===== src/kpec_pkg.sv =====
// kpec_pkg: shared types, operation codes, flag masks and register reset values
// for the key press event classifier; depends on nothing
package kpec_pkg;

   // operation codes of the func field
   localparam logic [3:0] FUNC_SCAN       = 4'd0;
   localparam logic [3:0] FUNC_SHORT      = 4'd1;
   localparam logic [3:0] FUNC_LONG       = 4'd2;
   localparam logic [3:0] FUNC_ONCE       = 4'd3;
   localparam logic [3:0] FUNC_PRESS      = 4'd4;
   localparam logic [3:0] FUNC_EDGE       = 4'd5;
   localparam logic [3:0] FUNC_EDGE_RISE  = 4'd6;
   localparam logic [3:0] FUNC_EDGE_FALL  = 4'd7;
   localparam logic [3:0] FUNC_CLEAR      = 4'd8;
   localparam logic [3:0] FUNC_EDGE_CLEAR = 4'd9;

   // answer codes
   localparam logic [1:0] ANS_NONE = 2'd0;
   localparam logic [1:0] ANS_YES  = 2'd1;
   localparam logic [1:0] ANS_RISE = 2'd1;
   localparam logic [1:0] ANS_FALL = 2'd2;

   // flag masks
   localparam logic [5:0] FLAG_SHORT = 6'h01;
   localparam logic [5:0] FLAG_LONG  = 6'h02;
   localparam logic [5:0] FLAG_ONCE  = 6'h04;
   localparam logic [5:0] FLAG_PRESS = 6'h08;
   localparam logic [5:0] FLAG_RISE  = 6'h10;
   localparam logic [5:0] FLAG_FALL  = 6'h20;
   localparam logic [5:0] FLAG_NONE  = 6'h00;

   // register indexes
   localparam int unsigned CSR_INDEX_W = 3;
   localparam logic [CSR_INDEX_W-1:0] CSR_KEY_BIT  = 3'd0;
   localparam logic [CSR_INDEX_W-1:0] CSR_DEBOUNCE = 3'd1;
   localparam logic [CSR_INDEX_W-1:0] CSR_LONG     = 3'd2;
   localparam logic [CSR_INDEX_W-1:0] CSR_CAP      = 3'd3;
   localparam logic [CSR_INDEX_W-1:0] CSR_RELEASE  = 3'd4;

   // register reset values
   localparam logic [3:0] KEY_BIT_RESET  = 4'd0;
   localparam logic [7:0] DEBOUNCE_RESET = 8'd3;
   localparam logic [7:0] LONG_RESET     = 8'd100;
   localparam logic [7:0] CAP_RESET      = 8'd110;
   localparam logic [7:0] RELEASE_RESET  = 8'd2;

   localparam logic [7:0] COUNT_MAX = 8'hFF;

   typedef struct packed {
      logic [3:0]  func;
      logic [15:0] pin_word;
   } req_type;

   typedef struct packed {
      logic [1:0] answer;
      logic [5:0] flags;
   } rsp_type;

   typedef struct packed {
      logic [3:0] key_bit;
      logic [7:0] debounce_ticks;
      logic [7:0] long_ticks;
      logic [7:0] count_cap;
      logic [7:0] release_ticks;
   } cfg_type;

endpackage


===== src/kpec_csr.sv =====
// kpec_csr: configuration registers of the key press event classifier
// depends on kpec_pkg
module kpec_csr (
   input  logic                             clock,
   input  logic                             reset,
   input  logic                             csr_we,
   input  logic [kpec_pkg::CSR_INDEX_W-1:0] csr_index,
   input  logic [7:0]                       csr_wdata,
   output kpec_pkg::cfg_type                cfg
);

   kpec_pkg::cfg_type cfg_ff;
   kpec_pkg::cfg_type cfg_in;

   always_comb begin
      cfg_in = cfg_ff;
      if (csr_we) begin
         case (csr_index)
            kpec_pkg::CSR_KEY_BIT:  cfg_in.key_bit        = csr_wdata[3:0];
            kpec_pkg::CSR_DEBOUNCE: cfg_in.debounce_ticks = csr_wdata;
            kpec_pkg::CSR_LONG:     cfg_in.long_ticks     = csr_wdata;
            kpec_pkg::CSR_CAP:      cfg_in.count_cap      = csr_wdata;
            kpec_pkg::CSR_RELEASE:  cfg_in.release_ticks  = csr_wdata;
            default:                cfg_in = cfg_ff;
         endcase
      end
   end

   always_ff @(posedge clock) begin
      if (reset) begin
         cfg_ff.key_bit        <= kpec_pkg::KEY_BIT_RESET;
         cfg_ff.debounce_ticks <= kpec_pkg::DEBOUNCE_RESET;
         cfg_ff.long_ticks     <= kpec_pkg::LONG_RESET;
         cfg_ff.count_cap      <= kpec_pkg::CAP_RESET;
         cfg_ff.release_ticks  <= kpec_pkg::RELEASE_RESET;
      end else begin
         cfg_ff <= cfg_in;
      end
   end

   assign cfg = cfg_ff;

endmodule


===== src/kpec_core.sv =====
// kpec_core: press and release counters, event flags and the per-beat update
// depends on kpec_pkg
module kpec_core (
   input  logic               clock,
   input  logic               reset,
   input  kpec_pkg::cfg_type  cfg,
   input  logic               step_en,
   input  kpec_pkg::req_type  req,
   output kpec_pkg::rsp_type  rsp
);

   logic [7:0] press_count_ff, press_count_in;
   logic [7:0] release_count_ff, release_count_in;
   logic [5:0] flags_ff, flags_in;
   logic [1:0] answer;
   logic       pressed;
   logic [7:0] press_bumped;
   logic [7:0] release_bumped;

   function automatic logic [7:0] bump(input logic [7:0] c, input logic [7:0] cap);
      if (c <= cap && c < kpec_pkg::COUNT_MAX) begin
         return c + 8'd1;
      end
      return c;
   endfunction

   assign pressed        = ~req.pin_word[cfg.key_bit];
   assign press_bumped   = bump(press_count_ff, cfg.count_cap);
   assign release_bumped = bump(release_count_ff, cfg.count_cap);

   always_comb begin
      flags_in         = flags_ff;
      press_count_in   = press_count_ff;
      release_count_in = release_count_ff;
      answer           = kpec_pkg::ANS_NONE;
      case (req.func)
         kpec_pkg::FUNC_SCAN: begin
            if (pressed) begin
               if (press_count_ff == cfg.debounce_ticks) begin
                  flags_in = flags_in | kpec_pkg::FLAG_RISE | kpec_pkg::FLAG_ONCE;
               end
               if (press_count_ff >= cfg.debounce_ticks) begin
                  flags_in = flags_in | kpec_pkg::FLAG_PRESS;
               end
               if (press_count_ff >= cfg.long_ticks) begin
                  flags_in = flags_in | kpec_pkg::FLAG_LONG;
               end
               press_count_in   = press_bumped;
               release_count_in = 8'd0;
            end else begin
               flags_in = flags_ff & (kpec_pkg::FLAG_ONCE | kpec_pkg::FLAG_RISE |
                                      kpec_pkg::FLAG_FALL);
               if (press_count_ff > cfg.debounce_ticks && press_count_ff < cfg.long_ticks) begin
                  flags_in = flags_in | kpec_pkg::FLAG_SHORT;
               end
               press_count_in   = 8'd0;
               release_count_in = release_bumped;
               if (release_bumped == cfg.release_ticks) begin
                  flags_in = flags_in | kpec_pkg::FLAG_FALL;
               end
            end
         end
         kpec_pkg::FUNC_SHORT: begin
            if ((flags_ff & kpec_pkg::FLAG_SHORT) != kpec_pkg::FLAG_NONE) begin
               flags_in = kpec_pkg::FLAG_NONE;
               answer   = kpec_pkg::ANS_YES;
            end
         end
         kpec_pkg::FUNC_LONG: begin
            if ((flags_ff & kpec_pkg::FLAG_LONG) != kpec_pkg::FLAG_NONE) begin
               answer = kpec_pkg::ANS_YES;
            end
         end
         kpec_pkg::FUNC_ONCE: begin
            if ((flags_ff & (kpec_pkg::FLAG_ONCE | kpec_pkg::FLAG_RISE |
                             kpec_pkg::FLAG_FALL)) != kpec_pkg::FLAG_NONE) begin
               flags_in = kpec_pkg::FLAG_NONE;
               answer   = kpec_pkg::ANS_YES;
            end
         end
         kpec_pkg::FUNC_PRESS: begin
            if ((flags_ff & kpec_pkg::FLAG_PRESS) != kpec_pkg::FLAG_NONE) begin
               answer = kpec_pkg::ANS_YES;
            end
         end
         kpec_pkg::FUNC_EDGE: begin
            if ((flags_ff & kpec_pkg::FLAG_RISE) != kpec_pkg::FLAG_NONE) begin
               answer = kpec_pkg::ANS_RISE;
            end else if ((flags_ff & kpec_pkg::FLAG_FALL) != kpec_pkg::FLAG_NONE) begin
               answer = kpec_pkg::ANS_FALL;
            end
         end
         kpec_pkg::FUNC_EDGE_RISE: begin
            if ((flags_ff & kpec_pkg::FLAG_RISE) != kpec_pkg::FLAG_NONE) begin
               flags_in = flags_ff & ~(kpec_pkg::FLAG_RISE | kpec_pkg::FLAG_FALL);
               answer   = kpec_pkg::ANS_YES;
            end
         end
         kpec_pkg::FUNC_EDGE_FALL: begin
            if ((flags_ff & kpec_pkg::FLAG_FALL) != kpec_pkg::FLAG_NONE) begin
               flags_in = flags_ff & ~(kpec_pkg::FLAG_RISE | kpec_pkg::FLAG_FALL);
               answer   = kpec_pkg::ANS_YES;
            end
         end
         kpec_pkg::FUNC_CLEAR: begin
            flags_in         = kpec_pkg::FLAG_NONE;
            press_count_in   = 8'd0;
            release_count_in = 8'd0;
         end
         kpec_pkg::FUNC_EDGE_CLEAR: begin
            flags_in = flags_ff & ~(kpec_pkg::FLAG_RISE | kpec_pkg::FLAG_FALL);
         end
         default: begin
            answer = kpec_pkg::ANS_NONE;
         end
      endcase
   end

   always_ff @(posedge clock) begin
      if (reset) begin
         press_count_ff   <= 8'd0;
         release_count_ff <= 8'd0;
         flags_ff         <= kpec_pkg::FLAG_NONE;
      end else if (step_en) begin
         press_count_ff   <= press_count_in;
         release_count_ff <= release_count_in;
         flags_ff         <= flags_in;
      end
   end

   assign rsp.answer = answer;
   assign rsp.flags  = flags_in;

endmodule


===== src/key_press_event_classifier.sv =====
// key_press_event_classifier: top level with input and result registers
// depends on kpec_pkg, kpec_csr and kpec_core
//
// One beat is taken every clock cycle unless a waiting result stalls the input. An
// accepted beat lands in the input register; when it advances, the counters and flags
// are updated from it and its result is written to the result register in the same
// cycle. The single state update per cycle in the core sets the rate of one beat a
// cycle. The result register frees as it is taken; while a result waits, one more beat
// can enter the input register and the input then stalls until the result is taken.
// Configuration writes land immediately and should be issued only while no beat is in
// flight.
module key_press_event_classifier (
   input  logic                             clock,
   input  logic                             reset,
   input  logic                             req_valid,
   output logic                             req_ready,
   input  kpec_pkg::req_type                req_payload,
   output logic                             rsp_valid,
   input  logic                             rsp_ready,
   output kpec_pkg::rsp_type                rsp_payload,
   input  logic                             csr_we,
   input  logic [kpec_pkg::CSR_INDEX_W-1:0] csr_index,
   input  logic [7:0]                       csr_wdata
);

   kpec_pkg::cfg_type cfg;
   kpec_pkg::req_type req_ff;
   kpec_pkg::rsp_type rsp_ff;
   kpec_pkg::rsp_type step_rsp;
   logic              in_valid_ff;
   logic              rsp_valid_ff;
   logic              advance;

   kpec_csr u_csr (
      .clock     (clock),
      .reset     (reset),
      .csr_we    (csr_we),
      .csr_index (csr_index),
      .csr_wdata (csr_wdata),
      .cfg       (cfg)
   );

   kpec_core u_core (
      .clock   (clock),
      .reset   (reset),
      .cfg     (cfg),
      .step_en (advance),
      .req     (req_ff),
      .rsp     (step_rsp)
   );

   assign advance   = in_valid_ff && (!rsp_valid_ff || rsp_ready);
   assign req_ready = !in_valid_ff || advance;

   always_ff @(posedge clock) begin
      if (reset) begin
         in_valid_ff  <= 1'b0;
         rsp_valid_ff <= 1'b0;
      end else begin
         if (req_ready) begin
            in_valid_ff <= req_valid;
         end
         if (advance) begin
            rsp_valid_ff <= 1'b1;
         end else if (rsp_ready) begin
            rsp_valid_ff <= 1'b0;
         end
      end
   end

   always_ff @(posedge clock) begin
      if (req_valid && req_ready) begin
         req_ff <= req_payload;
      end
      if (advance) begin
         rsp_ff <= step_rsp;
      end
   end

   assign rsp_valid   = rsp_valid_ff;
   assign rsp_payload = rsp_ff;

   a_accept_fills_input : assert property (@(posedge clock) disable iff (reset)
      (req_valid && req_ready) |=> in_valid_ff)
      else $error("accepted beat missing from input register");

   a_advance_fills_result : assert property (@(posedge clock) disable iff (reset)
      advance |=> rsp_valid_ff)
      else $error("processed beat missing from result register");

   a_answer_code : assert property (@(posedge clock) disable iff (reset)
      rsp_valid_ff |-> (rsp_ff.answer != 2'd3))
      else $error("undefined answer code");

   a_reset_empty : assert property (@(posedge clock)
      $past(reset) |-> (!in_valid_ff && !rsp_valid_ff))
      else $error("pipeline not empty after reset");

endmodule


===== config.mk =====
export PLATFORM = sky130hd
export DESIGN_NAME = key_press_event_classifier
export DESIGN_NICKNAME = d
export VERILOG_FILES = /design/src/kpec_pkg.sv /design/src/kpec_csr.sv /design/src/kpec_core.sv /design/src/key_press_event_classifier.sv
export SDC_FILE = /design/constraint.sdc
export NUM_CORES = 1
export LEC_CHECK = 0
export BUFFER_PORTS_ARGS = -buffer_cell sky130_fd_sc_hd__buf_2
export CAP_MARGIN = 10
export CORE_ASPECT_RATIO = 2
export CORE_MARGIN = 1.5
export CORE_UTILIZATION = 30
export CTS_BUF_LIST = sky130_fd_sc_hd__clkbuf_8
export CTS_CLUSTER_DIAMETER = 80
export DETAILED_ROUTE_END_ITERATION = 12
export PLACE_DENSITY_LB_ADDON = 0.05
export SKIP_CTS_REPAIR_TIMING = 1
export SYNTH_ARGS = -nofsm -noshare
export SYNTH_HDL_FRONTEND = slang
export SYNTH_SLANG_ARGS = --single-unit

===== constraint.sdc =====
create_clock -name clock -period 3.9 [get_ports clock]
set_input_delay 0.195 -clock clock [delete_from_list [all_inputs] [get_ports clock]]
set_output_delay 0.195 -clock clock [all_outputs]
set_load 0.1 [all_outputs]

# Word level (Yosys, flattened, before mapping)
# Index checks and enable logic that the tools add are counted.
# W data, S select, Z words.
word_totals:
  regBits: 88
  in_bits: 36
  word_cells: 96
  output_inout_bits: 10
classes:
  order_cmp: 9
  muxes: 34
  n_eq_ne: 16
  reduce_logical: 21
  add_sub_neg: 2
op_table:
  columns: ["cell", "count"]
  rows:
  - ["$mux W8", 6]
  - ["$pmux W6 S7", 1]
  - ["$pmux W8 S2", 2]
  - ["$mux W6", 5]
  - ["$add A8 B1 Y8 const B", 2]
  - ["$eq A4 B3 Y1 const B", 4]
  - ["$eq A8 B8 Y1", 2]
  - ["$ge A8 B8 Y1", 2]
  - ["$le A8 B8 Y1", 2]
  - ["$lt A8 B8 Y1 const B", 2]
  - ["$pmux W2 S7", 1]
  - ["$mux W1", 12]
  - ["$reduce_and A2 Y1", 6]
  - ["$mux W5", 2]
  - ["$eq A4 B2 Y1 const B", 2]
  - ["$eq A4 B4 Y1 const B", 2]
  - ["$gt A8 B8 Y1", 1]
  - ["$lt A8 B8 Y1", 1]
  - ["$eq A3 B2 Y1 const B", 2]
  - ["$mux W2", 3]
  - ["$reduce_bool A6 Y1", 1]
  - ["$logic_and A1 B1 Y1", 5]
  - ["$lt A4 B5 Y1 const B", 1]
  - ["$bmux W1 S4", 1]
  - ["11 further kinds", 14]

# Logic depth before layout (Yosys ltp)
# Gate-level depths: netlist of the first run.
logic_depth:
  word_depth: 8
  mapped_depth: 11
  ltp_nobuf: 10

# Modules after synthesis
# Synthesis of the first run repeated with hierarchy kept, for this count alone.
hier_totals:
  cells_unflattened: 541
  area_unflattened_um2: 5195.0
modules_own_cells:
  columns: ["mod", "area_each_um2", "n_inst", "seq_area_each_um2", "cells_per_inst"]
  rows:
  - ["kpec_core", 2776.4, 1, 440.4, 364]
  - ["kpec_csr", 1473.9, 1, 720.7, 139]
  - ["key_press_event_classifier", 944.7, 1, 880.8, 38]

# Least setup slack after synthesis of the first run
# No wires, ideal clock.
synth_timing:
  path_kind: "reg-to-reg"
  from: "reg rsp_valid_ff, in the netlist rsp_valid"
  to: "reg req_ff[0] in the netlist's numbering, enable pin"
  path_buffers: 0
  setup_ns: 0.340
  path_slack_ns: 1.114
  period_less_slack_ns: 2.786
  stages_incl_launch_ff: 4
  required_time_ns: 3.560
  arrival_ns: 2.445
  cell_sequence: "dfxtp_1 > nor2b_1 > nand2_1 > and2_1"
synth_via:
  elab_chain_cells: 5
synth_lines:
  columns: ["item", "line", "rtl"]
  rows:
  - ["start, declared", "key_press_event_classifier.sv:31", "logic rsp_valid_ff;"]
  - ["start signal, assigned", "key_press_event_classifier.sv:58", "rsp_valid_ff <= 1'b0;"]
  - ["start signal, assigned", "key_press_event_classifier.sv:64", "rsp_valid_ff <= 1'b1;"]
  - ["start signal, assigned", "key_press_event_classifier.sv:66", "rsp_valid_ff <= 1'b0;"]
  - ["$logic_not A1 Y1", "key_press_event_classifier.sv:52", "assign advance = in_valid_ff && (!rsp_valid_ff || rsp_ready);"]
  - ["$logic_or A1 B1 Y1", "key_press_event_classifier.sv:52", null]
  - ["$logic_and A1 B1 Y1", "key_press_event_classifier.sv:52", null]
  - ["$logic_or A1 B1 Y1", "key_press_event_classifier.sv:53", "assign req_ready = !in_valid_ff || advance;"]
  - ["named net req_ready", "key_press_event_classifier.sv:16", "output logic req_ready,"]
  - ["$logic_and A1 B1 Y1", "key_press_event_classifier.sv:72", "if (req_valid && req_ready) begin"]
  - ["end signal, assigned", "key_press_event_classifier.sv:73", "req_ff <= req_payload;"]
  - ["end, declared", "key_press_event_classifier.sv:27", "kpec_pkg::req_type req_ff;"]
# The timed path passes the listed nets, and every way through them passes these cells.
# A chain may end at the register's enable or synchronous reset.

# Final worst setup path of the first run
layout_timing:
  from: "reg u_core.press_count_ff[3]"
  to: "reg u_core.press_count_ff[5]"
layout_via:
  elab_chain_cells: 5
  word_cells_on_any_way: 11
  classes_between: "add/sub (1); order compare (2); eq/ne (1); mux (5); reduce/logical (2)"
layout_lines:
  columns: ["item", "line", "rtl"]
  rows:
  - ["start, declared", "kpec_core.sv:12", "logic [7:0] press_count_ff, press_count_in;"]
  - ["start signal, assigned", "kpec_core.sv:125", "press_count_ff <= press_count_in;"]
  - ["$add A8 B1 Y8, or another cell as far along", "kpec_core.sv:22", "return c + 8'd1;"]
  - ["$mux W8 or $logic_and A1 B1 Y1 (tied branches)", "kpec_core.sv:21", "if (c <= cap && c < kpec_pkg::COUNT_MAX) begin"]
  - ["$mux W8 or $mux W1 (tied branches)", "kpec_core.sv:24, kpec_core.sv:21", null]
  - ["$mux W8 or $ne A3 B1 Y1 (tied branches)", null, null]
  - ["$pmux W8 S2 or $reduce_and A3 Y1 (tied branches)", null, null]
# Parallel ways exist; a longest one is shown, timed or not. The select of a mux whose other input is x is not followed.

==> results of run 1 <==
[metal layers]
metal	up-vias	track usage, %
met3	18	2.24
met1	1812	15.3
met5	-	0
li1	1945	-
met4	0	7.57
met2	70	32.6
[power by group]
group | total (mW) | switching, mW | internal [mW] | leakage (nW)
clock | 0.664 | 0.337 | 0.326 | 0.113
combinational | 0.186 | 0.119 | 0.0661 | 1.42
sequential | 0.993 | 0.0203 | 0.972 | 0.757
[placed cells by master, fill, tap and decap left out, types with 3 or more instances in the layout]
cell and count:
mux4_1 4, nand2_1 71, clkbuf_8 11, nor2_1 46
o21ai_0 19, a21oi_1 43, nand3b_1 14, mux2i_1 14
a21o_1 14, edfxtp_1 28, nor4_1 4, a311oi_1 3
ha_1 34, a211oi_1 5, dfxtp_1 60, xnor2_1 6
buf_2 45, and3_1 13, dlygate4sd3_1 20, inv_1 32
a31oi_1 3, a211o_1 4, nand2b_1 9, nor2b_1 6
xor2_1 5, nand4_1 8, nand3_1 10, nor3_1 4
[worst paths after layout]
kind	depth (start not counted)	slack [ps]	to
setup / recovery	9	1250	u_core.press_count_ff[5]
hold / removal	3	40	in_valid_ff
setup reg to reg	9	1250	u_core.press_count_ff[5]
hold reg to reg	2	460	u_csr.cfg[27]
[stage by stage]
stage	hold WS, ps	instance area (um2)	std cells	power [mW]	worst slack (ps)
final	40.9	5550	776	1.84	1250
after global routing	55.2	5550	776	1.92	1070
after CTS	-32.5	5350	756	1.85	1220
after detailed placement	373	5150	740	1.19	1260
after global placement	371	5150	740	1.19	1280
after floorplan	294	4740	514	1.12	1110
[synth_stat cells, types with 3 or more instances]
| library cell | instances |
|---|---|
| and3_1 | 13 |
| o21ai_0 | 19 |
| a211o_1 | 4 |
| edfxtp_1 | 28 |
| xor2_1 | 5 |
| a211oi_1 | 5 |
| nor3_1 | 4 |
| a21oi_1 | 43 |
| a21o_1 | 14 |
| a31oi_1 | 3 |
| nor2b_1 | 6 |
| ha_1 | 34 |
| nand3_1 | 10 |
| clkbuf_1 | 14 |
| buf_2 | 4 |
| nand2_1 | 71 |
| a311oi_1 | 3 |
| xnor2_1 | 6 |
| mux4_1 | 4 |
| nand2b_1 | 9 |
| inv_1 | 29 |
| mux2i_1 | 14 |
| nand4_1 | 8 |
| nand3b_1 | 14 |
| nor4_1 | 4 |
| dfxtp_1 | 60 |
| nor2_1 | 46 |
[area by class of cell]
cell class	count	area share [%]
Multi-Input combinational cell	376	45.1
Timing Repair Buffer	67	7.94
Clock inverter	5	0.902
Inverter	31	2.10
Sequential cell	88	36.8
Tap cell	198	4.46
Clock buffer	11	2.73
[registers in the layout, summed over array words and instances, names as in the netlist]
name                     flops
in_valid_ff                  1
req_ff                      20
rsp_payload                  8
rsp_valid                    1
u_core.flags_ff              6
u_core.press_count_ff        8
u_core.release_count_ff      8
u_csr.cfg                   36
[critical path, stage by stage (launching register included)]
cell and delay, ps:
dfxtp_1 480, ha_1 300, and3_1 200, a221o_1 300, a221o_1 360, a32oi_2 210
o31ai_4 130, nor2_2 330, nand3b_1 110, a21oi_1 150
[cells by family (layout without fill, tap and decap cells)]
logic type      Yosys count  count (layout)  share of synthesized area, %
buf+inv                  50             114                          4.07
compound gates          109             109                          14.9
xor+xnor                 11              11                          2.03
fa+ha+maj                34              34                          8.98
simple gates            201             201                          20.8
flops                    88              88                          43.1
mux                      21              21                          6.13
==> metrics.yaml, run 1 <==
cts_tree: "yes"
worstSetupStartpoint: "u_core.press_count_ff[3]"
clkLatencyLatePin_ps: 380
path_clk_slew_ps: 90
utilization_pct: 36.1
required_ps: 4200
synth_seq_cells: 88
final.setup.tns_ps: 0
fmax_mhz: 377
synthTopCellsByArea: "dfxtp_1 25%, edfxtp_1 18%, ha_1 9.0%, nand2_1 5.6%, a21oi_1 4.5%"
grt_start_max_net_pins: 35
path_max_fanout: 10
period_minus_slack_ps: 2650
cts_buffer_depth: 2
seqCellArea_mm2: 0.00204
p_leak_nw: 2.29
synth.largest_area_cell: "dfxtp_1"
worst_setup_path_start_kind: "flip-flop"
rows: 64
finalCritPeriodShare_pct: 68.0
slew_headroom_pct: 23.9
grt-ovfl-total: 0
synth_area_mm2: 0.00474
die_h_um: 181
yosys_most_used_dff: "dfxtp_1"
cap_violations: 0
met2_length_um: 7660
antenna_found_initial: 0
core_area_mm2: 0.0154
setup_violations: 0
finalHoldViolations: 0
ys_seq_area_share_pct: 43.1
fp.dieW_um: 91.8
multi_input_area_mm2: 0.00250
min_path_type: "input port to flip-flop"
vias: 3845
ios: 46
synth_cell_types: 55
routed_wl_um: 13100
top_layer: "met4"
synth_edf_count: 28
synthArstFlopShare_pct: 0
die-area_mm2: 0.0166
final_nets: 643
min_from: "req_valid"
diodes: 0
grt_use_total_pct: 16.2
synth_nets: 584
vias_per_cell: 4.95
grt_pass1_vias: 3777
slew_violations: 0
ir_drop_v: 0.000233
worstPathArrival_ps: 2950
grt_pass1_wl_um: 20100
ys.warnings.count: 0
pwr_density_cell_mw_per_mm2: 332
numPortBuffers: 45
yosysTopAreaCellShare_pct: 25.4
wl_per_cell_um: 16.9
wl_met3_um: 257
numCtsBuffers: 9
first_iter_violations: 163
h-tree-depth: 3
cts_root_buf: "clkbuf_8"
postSynthCellCount: 514
critPathKind: "flip-flop to flip-flop"
endpoint_kind: "flip-flop"
initial_core_util_pct: 30.8
cts_sinks: 88
gp_routability_congestion: 0.805
firstDrtPassIters: 6
status: "completed"
tightest_slew_ps: 1140
wl_met1_um: 4790
drc: 0
dp_hpwl_um: 10300
ant_nets: 0
fill_cells: 1619
r2r_start: "u_core.press_count_ff[3]"
rsz0062_at_grt: "false"
layout-drive-gt1-share_pct: 12.6
syn2layout_area_growth_pct: 17.2
fin_worst_skew_ps: 12.2
syn_avg_cell_area_um2: 9.21
No activity file was read; power rests on OpenSTA's default activity.
==> run 2, diff against run 1 <==
==> constraint.sdc (replaced) <==
create_clock -name clock -period 2.2 [get_ports clock]
set_input_delay 0.11 -clock clock [delete_from_list [all_inputs] [get_ports clock]]
set_output_delay 0.11 -clock clock [all_outputs]
set_load 0.1 [all_outputs]
==> run 2 against run 1 <==
The run now ends with negative setup slack left. Wire length increased by 11%. Power up 86%. Worst setup slack lost 1500 ps. Clock skew grew 8.8 ps. Non-clock buffer count up 65. Hold slack got worse by 0.70 ps. Die area did not move.
==> metrics.yaml, run 2 (synthesis gave the netlist of run 1 again) <==
status: "finished with violations"
violations: "negative setup slack"
firstDrtPassIters: 4
grt_pass1_wl_um: 21300
die_h_um: 181
ir_drop_v: 0.000450
layout-drive-gt1-share_pct: 33.1
cts_sinks: 88
fmax_mhz: 413
finalCritPeriodShare_pct: 110
cts_buffer_depth: 2
finalWorstSetupSlack_ps: -224
dp_hpwl_um: 11300
grt-ovfl-total: 0
initial_core_util_pct: 30.8
numPortBuffers: 45
routed_wl_um: 14500
critPathKind: "flip-flop to flip-flop"
grt_start_max_net_pins: 34
h-tree-depth: 3
cap_violations: 0
largest_register_ffs: 36
worstPathArrival_ps: 2690
die-area_mm2: 0.0166
period_minus_slack_ps: 2420
vias_per_cell: 4.94
endpoint_kind: "flip-flop"
clkLatencyLatePin_ps: 390
diodes: 0
layout.cells.most_common_list: "69 x nand2_1, 56 x buf_4, 46 x dfxtp_1"
whs_ps: 40.2
slew_headroom_pct: 59.6
core_area_mm2: 0.0154
rsz0062_at_grt: "true"
p_leak_nw: 2.64
wl_per_cell_um: 17.3
fin_worst_skew_ps: 21.0
required_ps: 2470
path_max_fanout: 8
setup_violations: 16
worst_setup_path_start_kind: "flip-flop"
final_nets: 708
fp.dieW_um: 91.8
gp_routability_congestion: 0.819
antenna_found_initial: 0
ant_nets: 0
first_iter_violations: 140
final_common_cell: "nand2_1"
finalHoldViolations: 0
min_path_type: "input port to flip-flop"
cts_tree: "yes"
cts_root_buf: "clkbuf_8"
grt_pass1_vias: 4060
post-place-ws_ps: -305
tightest_slew_ps: 607
pwr_density_cell_mw_per_mm2: 528
grt_use_total_pct: 17.3
vias: 4155
ios: 46
rows: 64
drc: 0
path_clk_slew_ps: 100
finalPower_mw: 3.42
slew_violations: 0
numCtsBuffers: 9
syn2layout_area_growth_pct: 36.7
run 2: layer usage:
| layer | GRT usage (%) | part of all wire, % |
|---|---|---|
| met1 | 16.1 | 36 |
| met2 | 34.6 | 59 |
| met3 | 2.53 | 2.0 |
| met4 | 9.17 | 2.9 |
| met5 | 0 | 0 |
run 2: through the flow:
step	utilization, %	setup TNS [ps]	std cells	instance area (um2)
2_1_floorplan	-	-307	514	4780
3_3_place_gp	36.8	-5020	801	5660
3_5_place_dp	36.8	-5740	801	5660
4_1_cts	38.2	-6300	817	5880
5_1_grt	42.1	-4080	841	6470
6_report	42.1	-2070	841	6470
run 2: cell type report:
cell class              count  area [um2]
clock buffers               9         124
clock inverters             7        87.6
fillers                  1584        8900
inverters                  31         121
multi-input cells         376        2850
flip-flops and latches     88        2060
well taps                 198         248
repair buffers            132         977
run 2: worst paths after layout:
check	start	endpoint	slack [ps]	cells after the start
setup / recovery	u_csr.cfg[11]	u_core.press_count_ff[6]	-220	10
hold / removal	csr_wdata[4]	u_csr.cfg[12]	40	3
setup reg to reg	u_csr.cfg[11]	u_core.press_count_ff[6]	-220	10
hold reg to reg	u_csr.cfg[27]	u_csr.cfg[27]	460	2
run 2: power breakdown:
part	internal [mW]	total, mW	switching (mW)	leakage [nW]
Combinational	0.162	0.415	0.253	1.78
Clock	0.630	1.26	0.627	0.104
Sequential	1.72	1.75	0.0253	0.760
run 2: critical path, cell delays in order, from the launching register on:
cell	delay (ps)
dfxtp_2	340
inv_2	110
ha_4	210
and3_4	150
a221o_1	300
a221o_1	370
a32oi_2	210
o31ai_4	120
buf_4	190
o21ai_1	210
a21oi_2	90
